==> src/hw/rtl/fsnh_pkg.sv <==
// Shared types and constants for the frame scaler.
// No dependencies; imported by every module of the block.
package fsnh_pkg;

    localparam int unsigned PIX_W    = 24;
    localparam int unsigned CH_W     = 8;
    localparam int unsigned COORD_W  = 9;
    localparam int unsigned STRIDE_W = 10;
    localparam int unsigned RATIO_W  = 25;
    localparam int unsigned FRAC_W   = 16;
    localparam int unsigned POS_W    = COORD_W + RATIO_W;
    localparam int unsigned IDX_W    = POS_W - FRAC_W;
    localparam int unsigned PROD_W   = IDX_W + STRIDE_W;
    localparam int unsigned LIN_W    = PROD_W + 1;
    localparam int unsigned APB_AW   = 5;
    localparam int unsigned APB_DW   = 32;
    localparam int unsigned N_STAGES = 7;

    localparam logic [CH_W-1:0] ALPHA_OPAQUE = 8'hFF;

    typedef enum logic [2:0] {
        REG_ROW_STRIDE = 3'd0,
        REG_X_RATIO    = 3'd1,
        REG_Y_RATIO    = 3'd2,
        REG_SKIP_COLS  = 3'd3,
        REG_SKIP_ROWS  = 3'd4,
        REG_BLUR_EN    = 3'd5
    } t_reg_idx;

    typedef struct packed {
        logic [STRIDE_W-1:0] row_stride;
        logic [RATIO_W-1:0]  x_ratio;
        logic [RATIO_W-1:0]  y_ratio;
        logic [COORD_W-1:0]  skip_cols;
        logic [COORD_W-1:0]  skip_rows;
    } t_cfg;

    // address stage -> store stage
    typedef struct packed {
        logic              mode;
        logic [LIN_W-1:0]  lin;
        logic              a_oob;
        logic              b_oob;
        logic [FRAC_W-1:0] mu;
        logic [PIX_W-1:0]  pixel;
    } t_mem_req;

    // store stage -> blend stage
    typedef struct packed {
        logic              mode;
        logic              a_oob;
        logic              b_oob;
        logic [FRAC_W-1:0] mu;
    } t_rd_info;

endpackage

==> src/hw/rtl/fsnh_addr.sv <==
// Address pipeline: ratio products, crop offsets, row product, linear address.
// Stages 1 to 4. Depends on fsnh_pkg.
module fsnh_addr #(
    parameter int unsigned DEPTH = 262144
) (
    input  logic                       i_clk,
    input  logic [4:1]                 i_en,
    input  fsnh_pkg::t_cfg             i_cfg,
    input  logic                       i_mode,
    input  logic [fsnh_pkg::COORD_W-1:0] i_col,
    input  logic [fsnh_pkg::COORD_W-1:0] i_row,
    input  logic [fsnh_pkg::PIX_W-1:0] i_pixel,
    output fsnh_pkg::t_mem_req         o_req
);
    import fsnh_pkg::*;

    logic                r1_mode;
    logic [COORD_W-1:0]  r1_col;
    logic [COORD_W-1:0]  r1_row;
    logic [PIX_W-1:0]    r1_pixel;
    logic [POS_W-1:0]    r1_xpos;
    logic [POS_W-1:0]    r1_ypos;

    logic                r2_mode;
    logic [IDX_W-1:0]    r2_rsum;
    logic [IDX_W-1:0]    r2_csum;
    logic [FRAC_W-1:0]   r2_mu;
    logic [PIX_W-1:0]    r2_pixel;

    logic                r3_mode;
    logic [PROD_W-1:0]   r3_prod;
    logic [IDX_W-1:0]    r3_csum;
    logic [FRAC_W-1:0]   r3_mu;
    logic [PIX_W-1:0]    r3_pixel;

    t_mem_req            r4_req;

    logic [IDX_W:0]      n_rsum;
    logic [IDX_W:0]      n_csum;
    logic [LIN_W-1:0]    n_lin;

    // sums can exceed 2**IDX_W - 1; only their low IDX_W bits are registered
    always_comb begin
        if (r1_mode) begin
            n_rsum = (IDX_W+1)'(i_cfg.skip_rows) + (IDX_W+1)'(r1_ypos[POS_W-1:FRAC_W]);
            n_csum = (IDX_W+1)'(i_cfg.skip_cols) + (IDX_W+1)'(r1_xpos[POS_W-1:FRAC_W]);
        end else begin
            n_rsum = (IDX_W+1)'(r1_row);
            n_csum = (IDX_W+1)'(r1_col);
        end
        n_lin = LIN_W'(r3_prod) + LIN_W'(r3_csum);
    end

    always_ff @(posedge i_clk) begin
        if (i_en[1]) begin
            r1_mode  <= i_mode;
            r1_col   <= i_col;
            r1_row   <= i_row;
            r1_pixel <= i_pixel;
            r1_xpos  <= POS_W'(i_col) * POS_W'(i_cfg.x_ratio);
            r1_ypos  <= POS_W'(i_row) * POS_W'(i_cfg.y_ratio);
        end
        if (i_en[2]) begin
            r2_mode  <= r1_mode;
            r2_rsum  <= n_rsum[IDX_W-1:0];
            r2_csum  <= n_csum[IDX_W-1:0];
            r2_mu    <= r1_xpos[FRAC_W-1:0];
            r2_pixel <= r1_pixel;
        end
        if (i_en[3]) begin
            r3_mode  <= r2_mode;
            r3_prod  <= PROD_W'(r2_rsum) * PROD_W'(i_cfg.row_stride);
            r3_csum  <= r2_csum;
            r3_mu    <= r2_mu;
            r3_pixel <= r2_pixel;
        end
        if (i_en[4]) begin
            r4_req.mode  <= r3_mode;
            r4_req.lin   <= n_lin;
            r4_req.a_oob <= (n_lin >= LIN_W'(DEPTH));
            r4_req.b_oob <= (n_lin >= LIN_W'(DEPTH - 1));
            r4_req.mu    <= r3_mu;
            r4_req.pixel <= r3_pixel;
        end
    end

    assign o_req = r4_req;

endmodule

==> config.mk <==
export PLATFORM = sky130hd
export DESIGN_NAME = fsnh_addr
export DESIGN_NICKNAME = d
export VERILOG_FILES = /design/src/hw/rtl/fsnh_pkg.sv /design/src/hw/rtl/fsnh_addr.sv
export SDC_FILE = /design/constraint.sdc
export NUM_CORES = 2
export LEC_CHECK = 0
export ABC_AREA = 1
export BUFFER_PORTS_ARGS = -buffer_cell sky130_fd_sc_hd__buf_2
export CORE_MARGIN = 3
export CORE_UTILIZATION = 65
export CTS_BUF_LIST = sky130_fd_sc_hd__clkbuf_8
export CTS_CLUSTER_DIAMETER = 80
export CTS_CLUSTER_SIZE = 10
export DETAILED_ROUTE_END_ITERATION = 8
export PLACE_DENSITY = 0.84
export SLEW_MARGIN = 30
export SYNTH_ARGS = -nofsm -noshare
export SYNTH_HDL_FRONTEND = slang
export SYNTH_SLANG_ARGS = --single-unit
export TNS_END_PERCENT = 50
==> constraint.sdc <==
create_clock -name i_clk -period 7.7 [get_ports i_clk]
set_clock_uncertainty 0.1 [all_clocks]
set_input_delay 1.54 -clock i_clk [delete_from_list [all_inputs] [get_ports i_clk]]
set_output_delay 1.54 -clock i_clk [all_outputs]
set_load 0.02 [all_outputs]
==> summary.md <==
| Metric | Value |
|---|---|
| Reg2Reg Setup Slack | 2160 ps |
| Hold endpoint | r3_pixel[21] |
| Fin Hold WS | 314.0 ps |
| Setup TNS | 0 ps |
| CTS tree | built |
| Final RePlAce weighted congestion | 0.9193 |
| Global-route wire length before repair | 120600 um |
| Non-Filler Instances | 4778 |
| Clk sinks | 331 |
| Adder-cell share of the synthesized area | 0.3415 |
| Dominant synthesized flop cell | edfxtp_1 |
| WP data arrival | 6330 ps |
| Seq cells post-synth | 331 |
| MaxCap Viol Count | 0 |
| Final Setup Violations | 0 |
| GR Overflow Total | 0 |
| PortBufs | 197 |
| Post-synthesis compound-gate area fraction | 0.04233 |
| Post-route ant nets | 0 |
| Tmin final | 6145 ps |
| # Post-CTS Setup Buffers | 0 |
| Place WS | 991.1 ps |
| IO Pins | 198 |
| Area grow syn2layout | 5.649% |
| Post-synth EDFFs | 331 |
| Total Power | 15.91 mW |
| Die area | 54990 sq um |
| Area of the core | 51510 sq um |
| Worst setup SP type | primary input |
| Main combinational cell family by area after synthesis | adder cells |
| Tcrit/Tclk final | 0.7980 |
| R2R cell count | 18 |
| Detailed-route DRC error count | 0 |
| Post-synthesis net count | 4775 |
| Reg2reg start | r2_rsum[9] |
| Routed wire length per instance | 14.99 um |
| Cts bufs inserted | 39 |
| DIE WIDTH | 234.5 um |
| Max-slew violation count | 0 |
| Outcome | finished clean |
| Post-Place Cell Area | 35270 sq um |
| Via/cell ratio | 5.227 |
| RSZ-0062 raised after global routing | no |
| Crit Path Class | in2reg |
| Hold_sp | r2_pixel[21] |
| Netlist cell types | 41 |
| Crit Path Max Fanout | 18 |
| Worst R2R End | r3_prod[27] |
| Final core utilization | 0.6960 |
| Synth Warn # | 0 |
| First-pass iteration count of the detailed router | 6 |
| Hold depth | 0 |
| Final worst slack | 1555 ps |
| H-tree Lvls | 2 |
| FP Rows | 83 |
| Xor/xnor cell area share of the yosys netlist | 0.01832 |
| Initial core utilization | 0.6588 |
| Simple-Gate Fraction of Synth Area | 0.1661 |
| Antenna violations before repair | 3 |
| Synth Instances | 3994 |
| Drt total wl | 71620 um |
| Lkg Pwr | 20.05 nW |
| Pwr dens | 443.8 nW/um^2 |
| Final hold violations | 0 |
| Relative slew margins | 0.3928 |
| Vias in the first global route | 25690 |
| Clk root buf | clkbuf_8 |
| Post-CTS Hold Buffers | 0 |
| Longest Clk Path Bufs | 3 |
| Final nets | 4873 |
| Ys async rst share | 0 |
| Sequential fraction of the synthesis area | 0.2929 |
| Post-synthesis mux area share | 0 |
| Die height | 234.5 um |
| Placed Cells incl. Taps | 4731 |
| Clk pin slew, worst setup/hold paths | 70 ps |
| Cell area after layout | 35850 sq um |
| Post-Synthesis Cell Area | 33940 sq um |
| Share of cells above drive strength 1 | 0.06668 |
| CP Data Required Time | 7890 ps |
| Global Route Usage Sum | 0.2713 |
| Final HPWL DP | 58270 um |
| Worst Hold Class | reg2reg |
| Worst-skew pair later-pin latency | 550 ps |
| Peak supply drop | 0.5660 mV |
| Crit end category | flop |
| Max Clk Rate | 162.7 MHz |
| Largest net degree at the start of global routing | 76 |
| Worst-Margin Slew | 910.8 ps |
| Mean area per synthesized cell | 8.497 sq um |
| Post_cts resized | 0 |
| Total vias in the final route | 24970 |
| Number of DRC markers in iteration 0 | 1702 |
==> how the worst max path moves through the flow <==
stage / from / end / slack [ps] / cells past startpoint
floorplan: i_cfg[71] / r3_prod[27] / 1250 / 20
CTS: i_cfg[73] / r3_prod[27] / 1590 / 19
global route: i_cfg[73] / r3_prod[27] / 1190 / 19
detailed placement: i_cfg[69] / r3_prod[27] / 990 / 21
global placement: i_cfg[72] / r3_prod[27] / 1100 / 19
finish: i_cfg[72] / r3_prod[27] / 1560 / 19
==> critical path, stage by stage <==
cell	delay [ps]
buf_2	330
nand2_1	140
fa_1	550
inv_1	50
fa_1	570
fa_1	450
fa_1	490
inv_1	50
fa_1	470
inv_1	40
ha_1	340
a21oi_1	250
o21ai_0	150
a21oi_1	140
o21ai_1	110
a21oi_1	370
o21ai_0	150
nand2_1	80
nand2_1	50
==> cells in the final DEF, fill, tap and decap left out, drive strengths merged, types with 27 or more instances in the layout <==
| cell | synthesis | layout |
|---|---|---|
| inv | 1108 | 1111 |
| nor2 | 160 | 160 |
| xnor2 | 27 | 27 |
| clkbuf | 135 | 39 |
| edfxtp | 331 | 331 |
| ha | 203 | 203 |
| fa | 452 | 452 |
| xor2 | 44 | 44 |
| nand2 | 1115 | 1115 |
| a21oi | 128 | 128 |
| buf | 10 | 202 |
| nand3 | 85 | 85 |
| o21ai | 86 | 86 |
==> synthesized netlist by cell type (9+ instances only) <==
library cell,instances,area (sq um)
edfxtp_1,331,9940
o21bai_1,9,67.56
inv_1,1107,4155
nor2_1,153,574.3
fa_1,452,9049
nor3_1,19,95.09
a31oi_1,9,56.30
ha_1,203,2540
a21o_1,11,82.58
nand4_1,24,150.1
nand2_1,1106,4151
xnor2_1,27,236.5
nand3_1,83,415.4
o21ai_0,77,385.4
a21oi_1,125,625.6
nand2_2,9,56.30
clkbuf_1,135,506.7
xor2_1,44,385.4
==> report_power, final <==
part | internal, mW | switching, mW
Sequential | 3.00 | 0.272
Clock | 0.460 | 0.562
Combinational | 4.33 | 7.28
==> cell type report <==
| class | instances | area, sq um |
|---|---|---|
| multi-input cells | 2408 | 19280 |
| fillers | 4053 | 15660 |
| flip-flops and latches | 331 | 9940 |
| inverters | 1110 | 4167 |
| repair buffers | 202 | 1035 |
| well taps | 680 | 850.8 |
| clock buffers | 39 | 536.8 |
| clock inverters | 4 | 31.28 |
| diodes | 4 | 10.01 |
==> sequential cells by signal, indices dropped and copies added, names as in the netlist, 24 cells and up <==
signal	cells
r2_pixel	24
r1_pixel	24
r1_xpos	34
r3_prod	28
r3_pixel	24
o_req	72
==> logic make-up after synthesis <==
family	after synthesis
fa+ha+maj	655
compound gates	262
simple gates	1420
xor+xnor	71
buf+inv	1255
flops	331
==> routing by layer <==
layer | vias up | global-route usage | routed length [um] | share of wire
met5 | - | 0 | 0 | 0
met4 | 0 | 0.09183 | 2356 | 0.033
met3 | 156 | 0.02783 | 4395 | 0.061
met2 | 819 | 0.4774 | 36040 | 0.50
met1 | 12020 | 0.3547 | 28820 | 0.40
li1 | 11980 | - | - | -
Note: power is estimated with default switching activity, not from simulation.
